## config.mk

```make
export PLATFORM = sky130hd
export DESIGN_NAME = extended_gcd_left_to_right_top
export DESIGN_NICKNAME = d
export VERILOG_FILES = /design/src/egcd_pkg.sv /design/src/egcd_seq.sv /design/src/egcd_dp.sv /design/src/extended_gcd_left_to_right_top.sv
export SDC_FILE = /design/constraint.sdc
export NUM_CORES = 2
export LEC_CHECK = 0
export ABC_AREA = 0
export BUFFER_PORTS_ARGS = -buffer_cell sky130_fd_sc_hd__buf_4
export CAP_MARGIN = 20
export CORE_MARGIN = 1
export CORE_UTILIZATION = 57
export CTS_BUF_LIST = sky130_fd_sc_hd__clkbuf_8 sky130_fd_sc_hd__clkbuf_16
export CTS_CLUSTER_DIAMETER = 30
export CTS_CLUSTER_SIZE = 16
export DETAILED_ROUTE_END_ITERATION = 16
export PLACE_DENSITY = 0.88
export SETUP_SLACK_MARGIN = 0.15
export SYNTH_ARGS = -nofsm -noshare
export SYNTH_HDL_FRONTEND = slang
export SYNTH_HIERARCHICAL = 1
export SYNTH_SLANG_ARGS = --single-unit
```

## constraint.sdc

```tcl
create_clock -name i_clk -period 17.8 [get_ports i_clk]
set_input_delay 2.67 -clock i_clk [delete_from_list [all_inputs] [get_ports i_clk]]
set_output_delay 2.67 -clock i_clk [all_outputs]
set_load 0.005 [all_outputs]
```

## src/egcd_pkg.sv

```systemverilog
package egcd_pkg;

    localparam int WIDTH_DEF = 64;   // operand width used by the datapath
    localparam int OPND_W    = 64;   // a, b
    localparam int G_W       = 63;   // g
    localparam int COEF_W    = 64;   // s, t and the internal coefficients
    localparam int PC_W      = 3;

    typedef struct packed {
        logic signed [OPND_W-1:0] a;
        logic signed [OPND_W-1:0] b;
    } t_in;

    typedef struct packed {
        logic        [G_W-1:0]    g;
        logic signed [COEF_W-1:0] s;
        logic signed [COEF_W-1:0] t;
    } t_out;

    // datapath operations driven by the microcode
    typedef enum logic [2:0] {
        OP_IDLE = 3'd0,
        OP_LOAD = 3'd1,
        OP_NORM = 3'd2,
        OP_LEAD = 3'd3,
        OP_SUB  = 3'd4,
        OP_FIN  = 3'd5
    } t_op;

    // sequencing condition of a microcode word
    typedef enum logic [1:0] {
        C_ALWAYS = 2'd0,
        C_IN     = 2'd1,
        C_OUT    = 2'd2,
        C_VZERO  = 2'd3
    } t_cond;

    typedef struct packed {
        t_op             op;
        t_cond           cond;
        logic [PC_W-1:0] jmp;
    } t_uword;

    typedef struct packed {
        t_op  op;
        logic fire;
    } t_ctl;

endpackage

```

## src/egcd_seq.sv

```systemverilog
module egcd_seq (
    input  logic               i_clk,
    input  logic               i_rst_n,
    input  logic               i_in_valid,
    output logic               o_in_ready,
    input  logic               i_out_ready,
    output logic               o_out_valid,
    input  logic               i_v_zero,
    output egcd_pkg::t_ctl     o_ctl
);

    localparam logic [egcd_pkg::PC_W-1:0] PC_LOAD = egcd_pkg::PC_W'(0);
    localparam logic [egcd_pkg::PC_W-1:0] PC_NORM = egcd_pkg::PC_W'(1);
    localparam logic [egcd_pkg::PC_W-1:0] PC_LEAD = egcd_pkg::PC_W'(2);
    localparam logic [egcd_pkg::PC_W-1:0] PC_SUB  = egcd_pkg::PC_W'(3);
    localparam logic [egcd_pkg::PC_W-1:0] PC_FIX  = egcd_pkg::PC_W'(4);
    localparam logic [egcd_pkg::PC_W-1:0] PC_FIN  = egcd_pkg::PC_W'(5);

    // control store: taken condition goes to jmp, otherwise to pc + 1
    function automatic egcd_pkg::t_uword ucode(input logic [egcd_pkg::PC_W-1:0] pc);
        egcd_pkg::t_uword w;
        case (pc)
            PC_LOAD: w = '{egcd_pkg::OP_LOAD, egcd_pkg::C_IN,     PC_NORM};
            PC_NORM: w = '{egcd_pkg::OP_NORM, egcd_pkg::C_ALWAYS, PC_LEAD};
            PC_LEAD: w = '{egcd_pkg::OP_LEAD, egcd_pkg::C_VZERO,  PC_FIN};
            PC_SUB:  w = '{egcd_pkg::OP_SUB,  egcd_pkg::C_ALWAYS, PC_FIX};
            PC_FIX:  w = '{egcd_pkg::OP_NORM, egcd_pkg::C_ALWAYS, PC_LEAD};
            PC_FIN:  w = '{egcd_pkg::OP_FIN,  egcd_pkg::C_OUT,    PC_LOAD};
            default: w = '{egcd_pkg::OP_IDLE, egcd_pkg::C_ALWAYS, PC_LOAD};
        endcase
        return w;
    endfunction

    logic [egcd_pkg::PC_W-1:0] r_pc;
    logic [egcd_pkg::PC_W-1:0] n_pc;
    logic                      r_out_valid;
    logic                      n_out_valid;
    egcd_pkg::t_uword          word;
    logic                      stall;
    logic                      taken;

    always_comb begin
        word  = ucode(r_pc);
        stall = ((word.cond == egcd_pkg::C_IN) && !i_in_valid) ||
                ((word.cond == egcd_pkg::C_OUT) && r_out_valid && !i_out_ready);
        taken = (word.cond == egcd_pkg::C_VZERO) ? i_v_zero : 1'b1;
        if (stall) begin
            n_pc = r_pc;
        end else if (taken) begin
            n_pc = word.jmp;
        end else begin
            n_pc = r_pc + egcd_pkg::PC_W'(1);
        end
        if (!stall && (word.op == egcd_pkg::OP_FIN)) begin
            n_out_valid = 1'b1;
        end else if (i_out_ready) begin
            n_out_valid = 1'b0;
        end else begin
            n_out_valid = r_out_valid;
        end
    end

    always_ff @(posedge i_clk) begin
        if (!i_rst_n) begin
            r_pc        <= PC_LOAD;
            r_out_valid <= 1'b0;
        end else begin
            r_pc        <= n_pc;
            r_out_valid <= n_out_valid;
        end
    end

    // no word is taken while reset is held
    assign o_in_ready  = i_rst_n && (word.op == egcd_pkg::OP_LOAD);
    assign o_out_valid = r_out_valid;
    assign o_ctl.op    = word.op;
    assign o_ctl.fire  = !stall;

endmodule

```

## src/egcd_dp.sv

```systemverilog
module egcd_dp #(
    parameter int WIDTH = egcd_pkg::WIDTH_DEF
) (
    input  logic             i_clk,
    input  egcd_pkg::t_ctl   i_ctl,
    input  egcd_pkg::t_in    i_data,
    output egcd_pkg::t_out   o_data,
    output logic             o_v_zero
);

    localparam int LW = $clog2(WIDTH);
    localparam int CW = egcd_pkg::COEF_W;

    // saturated magnitude of a WIDTH-bit two's complement value
    function automatic logic [WIDTH-2:0] mag_of(input logic [WIDTH-1:0] x);
        logic [WIDTH-1:0] m;
        m = x[WIDTH-1] ? (~x + 1'b1) : x;
        return m[WIDTH-1] ? '1 : m[WIDTH-2:0];
    endfunction

    function automatic logic [LW-1:0] lead_of(input logic [WIDTH-1:0] x);
        logic [LW-1:0] pos;
        pos = '0;
        for (int i = 0; i < WIDTH; i++) begin
            if (x[i]) begin
                pos = LW'(i);
            end
        end
        return pos;
    endfunction

    logic [CW-1:0]    r_u1, r_u2, r_v1, r_v2;
    logic [WIDTH-1:0] r_u3, r_v3;
    logic [LW-1:0]    r_k;
    logic             r_a_neg, r_b_neg;
    logic [WIDTH-2:0] r_a_mag, r_b_mag;
    egcd_pkg::t_out   r_out;

    logic [WIDTH-1:0] a_raw, b_raw;
    logic [CW-1:0]    u1n, u2n;
    logic [WIDTH-1:0] u3n;
    logic             swap;
    logic             eq_a, eq_b;
    egcd_pkg::t_out   n_out;

    always_comb begin
        a_raw = i_data.a[WIDTH-1:0];
        b_raw = i_data.b[WIDTH-1:0];

        // a negative remainder flips the whole triple
        u3n  = r_u3[WIDTH-1] ? (~r_u3 + 1'b1) : r_u3;
        u1n  = r_u3[WIDTH-1] ? (~r_u1 + 1'b1) : r_u1;
        u2n  = r_u3[WIDTH-1] ? (~r_u2 + 1'b1) : r_u2;
        swap = (u3n < r_v3);

        eq_a = (r_u3 == {1'b0, r_a_mag});
        eq_b = (r_u3 == {1'b0, r_b_mag});
        n_out.g = egcd_pkg::G_W'(r_u3[WIDTH-2:0]);
        if (eq_a) begin
            n_out.s = r_a_neg ? '1 : CW'(1);
            n_out.t = '0;
        end else if (eq_b) begin
            n_out.s = '0;
            n_out.t = r_b_neg ? '1 : CW'(1);
        end else begin
            n_out.s = r_a_neg ? (~r_u1 + 1'b1) : r_u1;
            n_out.t = r_b_neg ? (~r_u2 + 1'b1) : r_u2;
        end
    end

    always_ff @(posedge i_clk) begin
        if (i_ctl.fire) begin
            case (i_ctl.op)
                egcd_pkg::OP_LOAD: begin
                    r_a_neg <= a_raw[WIDTH-1];
                    r_b_neg <= b_raw[WIDTH-1];
                    r_a_mag <= mag_of(a_raw);
                    r_b_mag <= mag_of(b_raw);
                    r_u1    <= CW'(1);
                    r_u2    <= '0;
                    r_u3    <= {1'b0, mag_of(a_raw)};
                    r_v1    <= '0;
                    r_v2    <= CW'(1);
                    r_v3    <= {1'b0, mag_of(b_raw)};
                end
                egcd_pkg::OP_NORM: begin
                    if (swap) begin
                        r_u1 <= r_v1;
                        r_u2 <= r_v2;
                        r_u3 <= r_v3;
                        r_v1 <= u1n;
                        r_v2 <= u2n;
                        r_v3 <= u3n;
                    end else begin
                        r_u1 <= u1n;
                        r_u2 <= u2n;
                        r_u3 <= u3n;
                    end
                end
                egcd_pkg::OP_LEAD: begin
                    // u3 >= v3 here, so the difference never wraps
                    r_k <= lead_of(r_u3) - lead_of(r_v3);
                end
                egcd_pkg::OP_SUB: begin
                    r_u1 <= r_u1 - (r_v1 << r_k);
                    r_u2 <= r_u2 - (r_v2 << r_k);
                    r_u3 <= r_u3 - (r_v3 << r_k);
                end
                egcd_pkg::OP_FIN: begin
                    r_out <= n_out;
                end
                default: begin
                end
            endcase
        end
    end

    assign o_data   = r_out;
    assign o_v_zero = (r_v3 == '0);

endmodule

```

## src/extended_gcd_left_to_right_top.sv

```systemverilog
// Extended gcd of two signed words: returns g = gcd(|a|,|b|) with Bezout coefficients s and t,
// g = s*a + t*b, using left-to-right binary reduction; only the low WIDTH bits of a and b are
// used and the most negative value is saturated by one. If g equals |a| the result is
// s = sign(a), t = 0; else if g equals |b| it is s = 0, t = sign(b); both zero gives g = 0,
// s = 1, t = 0. Coefficients wrap in 64 bits and are not reduced. One word is worked at a
// time by a six-word microcode program driving one shift-subtract datapath: each reduction
// round has three steps (leading-one compare, shifted subtract, sign fix and swap), repeated
// until the v remainder is zero. A finished result sits in an output register, and the next
// word is taken while it waits.
module extended_gcd_left_to_right_top #(
    parameter int WIDTH = egcd_pkg::WIDTH_DEF
) (
    input  logic             i_clk,
    input  logic             i_rst_n,
    input  logic             i_in_valid,
    output logic             o_in_ready,
    input  egcd_pkg::t_in    i_in_data,
    output logic             o_out_valid,
    input  logic             i_out_ready,
    output egcd_pkg::t_out   o_out_data
);

    egcd_pkg::t_ctl ctl;
    logic           v_zero;

    egcd_seq u_seq (
        .i_clk       (i_clk),
        .i_rst_n     (i_rst_n),
        .i_in_valid  (i_in_valid),
        .o_in_ready  (o_in_ready),
        .i_out_ready (i_out_ready),
        .o_out_valid (o_out_valid),
        .i_v_zero    (v_zero),
        .o_ctl       (ctl)
    );

    egcd_dp #(
        .WIDTH (WIDTH)
    ) u_dp (
        .i_clk    (i_clk),
        .i_ctl    (ctl),
        .i_data   (i_in_data),
        .o_data   (o_out_data),
        .o_v_zero (v_zero)
    );

    // a result never overwrites one that is still waiting
    a_fin_room: assert property (@(posedge i_clk) disable iff (!i_rst_n)
        (ctl.fire && (ctl.op == egcd_pkg::OP_FIN)) |-> (!o_out_valid || i_out_ready))
        else $error("result written over a waiting word");

    // a shifted subtract only runs with a nonzero divisor remainder
    a_sub_nonzero: assert property (@(posedge i_clk) disable iff (!i_rst_n)
        (ctl.fire && (ctl.op == egcd_pkg::OP_SUB)) |-> !v_zero)
        else $error("subtract step with zero v remainder");

    // one word in flight: no new word right after one is taken
    a_one_word: assert property (@(posedge i_clk) disable iff (!i_rst_n)
        (i_in_valid && o_in_ready) |=> !o_in_ready)
        else $error("input taken twice in a row");

endmodule
```

==> results.md <==
* Outcome: finished, final reports clean
* Slowest CP cell: nor4_1
* Critical path's most frequent cell: buf_4
* Area leader, netlist: edfxtp_1
* CTS clk-pin slew, worst paths at 50 ps
* Initial antenna violation count at 12
* Num rows at 121
* Most common cell in the netlist: nand2_1
* Setup slack after layout at 8080 ps
* Hold Crit Depth at 2
* Tmin final at 9720 ps
* Pin count of the biggest net entering global routing at 132
* CP arrival at 10120 ps
* Fin cells at 8955
* Final Hold Viols at 0
* DRT antenna net count at 0
* Core ar. at 109000 um2
* Total CTS buffers at 182
* Root buffer selected by CTS: clkbuf_16
* Clock buffer depth at 3
* PostCTS Resize Cnt at 0
* CTS tree: done
* Syn avg cell area at 8.62 um2
* Placed Cells at 8611
* Synth top area cells: edfxtp_1 34%, nand2_1 5.8%, o21ai_0 5.6%
* Synth cell types at 93
* Horiz. Die Dim at 333 um
* # IOs at 325
* CP delay by family, top: simple AND/OR/NAND/NOR gates
* Adder and majority gate portion of the synthesized area at 5.50%
* Crit Path Max Fanout at 45
* Compound-Gate Fraction of Synth Area at 20.9%
* Actual slew at the worst max-slew pin at 1300 ps
* Avg Vias per Cell at 7.03
* CP Buf/Inv Count at 5
* Seq cells post-synth at 713
* Cell Chain, Critical Path: nor4_1 -> nand4_1 -> or4_1 -> nor4_1 -> buf_4 -> nand2_1 -> nor4_1 -> nand2_1 -> o21ai_0 -> xnor2_1 -> ha_1 -> nand2_1 -> nor2_1 -> a2111oi_0 -> nor2_1 -> a211oi_1 -> nand4_1 -> buf_4 -> nor2_4 -> buf_4 -> a21o_4 -> buf_4 -> buf_4
* First-pass GRT wire length at 386 mm
* Post-synth EDFFs at 709
* Levels on crit path at 23
* Min-delay worst type: reg -> reg
* Port-buffer cells at 324
* Initial cell density of the core at 57.5%
* Synth warnings at 6
* Clock tree sinks at 713
* Post-synth top cells: 965 x nand2_1, 709 x edfxtp_1, 697 x nor2_1
* DRT Pass-1 Iters at 7
* Die area at 111000 um2
* Vias in the first global route at 57800
* Post-synthesis async set-or-reset flop share at 0%
* GRT Overall Usage at 46.9%
* CP Launch Type: register
* Final Skew at 48.2 ps
* Crit share post-route at 54.6%
* Syn_nets at 7652
* Worst skew pair latency at 800 ps
* Slew HR at 12.0%
* Initial detailed-routing violation count at 9698
* Post-synthesis xor/xnor area fraction at 7.74%
* Via Count at 62900
* Main combinational cell family by area after synthesis: compound AO/OA/AOI/OAI gates
* Post-Route WL at 268 mm
* Area Growth Syn to Fin at 15.4%
* CP Data Required Time at 18200 ps
* Drt drc at 0
* Place WS at 8470 ps
* RSZ-0062 raised after global routing: false
* Final setup viols at 0
* Final Max Tran Viols at 0
* Die Span Y at 333 um
* Post-synthesis cell count at 7248
* H-tree depth at 4
* Synth top area share at 34.1%
* CP max stage delay at 770 ps
* Synth Area in Simple Gates at 18.2%
* Setup repair bufs after CTS at 0
* MaxCap Viol Count at 0
* Sequential area share after synthesis at 34.2%
* FF-to-FF path depth at 23
* DP HPWL at 197 mm
* Setup TNS at 0 ps
* CP Capture Type: register
* Gpl congestion at 1.10
* Max Clock Freq at 103 MHz
* Ys flop type: edfxtp_1
* Total Nets Final at 7787
* Avg WL per Cell at 29.9 um
* CP Class: reg -> reg
* Mapped Area at 62500 um2
* Hold buffers post-CTS at 0
* Total grt overflow at 0
* Layout cells sized above 1 at 13.4%
* Multiplexer area fraction after synthesis at 9.25%
-- state kept, by name (all words and copies together), names as in the netlist --
name,flops
u_seq/o_out_valid,1
u_dp/r_k,6
u_dp/r_b_mag,63
u_seq/r_pc,3
u_dp/r_a_neg,1
u_dp/r_v3,64
u_dp/r_u1,64
u_dp/r_u2,64
u_dp/r_a_mag,63
u_dp/r_v2,64
u_dp/r_b_neg,1
u_dp/r_v1,64
u_dp/o_data,191
u_dp/r_u3,64
-- cell families after synthesis --
group           count (synthesis)
compound gates               2136
xor+xnor                      552
fa+ha+maj                     272
buf+inv                       688
flops                         713
mux                           383
simple gates                 2504
-- cells in the final DEF (no fill, tap or decap), drive strengths merged, types with 21 or more instances in the layout --
master / Yosys / layout
a211oi: 60 / 60
a21boi: 21 / 21
a21o: 154 / 154
a21oi: 496 / 496
a22oi: 73 / 73
a31oi: 113 / 113
and2: 40 / 40
and3: 39 / 39
buf: 81 / 444
bufinv: 0 / 24
clkbuf: 412 / 184
clkinv: 3 / 67
clkinvlp: 0 / 27
edfxtp: 709 / 709
ha: 268 / 268
inv: 192 / 230
mux2: 21 / 21
mux2i: 209 / 209
mux4: 153 / 153
nand2: 965 / 965
nand2b: 102 / 102
nand3: 90 / 90
nand4: 56 / 56
nor2: 697 / 697
nor2b: 51 / 51
nor3: 157 / 157
nor4: 81 / 81
o211ai: 31 / 31
o21a: 30 / 30
o21ai: 694 / 694
o21bai: 40 / 40
o221ai: 27 / 27
o22ai: 139 / 139
o31ai: 77 / 77
o41ai: 31 / 31
or2: 46 / 46
or3: 100 / 100
or4: 32 / 32
xnor2: 244 / 244
xor2: 308 / 308
-- routing by layer --
layer  up-vias  wire length, um  part of all wire [%]  global-route usage [%]
met5         -              114                 0.043                       0
met3      1030            31800                    12                    9.75
li1      27200                -                     -                       -
met2      4801           116000                    43                    70.6
met1     29900            95400                    36                    58.7
met4        14            24700                   9.2                    36.8
-- stage by stage --
stage | hold WS, ps | utilization, % | instance area, um2
floorplan | 424 | - | 62500
global placement | 513 | 60.6 | 65800
detailed placement | 536 | 60.6 | 65800
CTS | 542 | 66.3 | 72100
global route | 572 | 66.3 | 72100
finish | 539 | 66.3 | 72100
-- worst register-to-register path, stage by stage, from the launching register on --
cell and delay (ps):
edfxtp_1 640, nor4_1 770, nand4_1 530, or4_1 710
nor4_1 280, buf_4 210, nand2_1 150, nor4_1 450
nand2_1 140, o21ai_0 220, xnor2_1 200, ha_1 310
nand2_1 80, nor2_1 40, a2111oi_0 420, nor2_1 160
a211oi_1 300, nand4_1 520, buf_4 440, nor2_4 140
buf_4 490, a21o_4 700, buf_4 700, buf_4 700
-- worst paths after layout --
kind / endpoint / from / slack (ps)
max: u_dp/r_v1[34] / u_dp/r_u3[4] / 8080
min reg2reg: u_seq/r_pc[1] / u_seq/r_pc[1] / 540
min: u_seq/r_pc[1] / u_seq/r_pc[1] / 540
max reg2reg: u_dp/r_v1[34] / u_dp/r_u3[4] / 8080
-- area by class of cell --
class	instances	area, um2
fillers	8801	36600
flip-flops and latches	713	21400
clock inverters	153	1630
well taps	1414	1770
repair buffers	444	3370
inverters	195	741
clock buffers	184	4600
multi-input cells	5847	38600
diodes	5	12.5
Power is left out: the tool's default activity adds up to more than one toggle a clock period on the data nets, which glitch-free logic cannot reach.
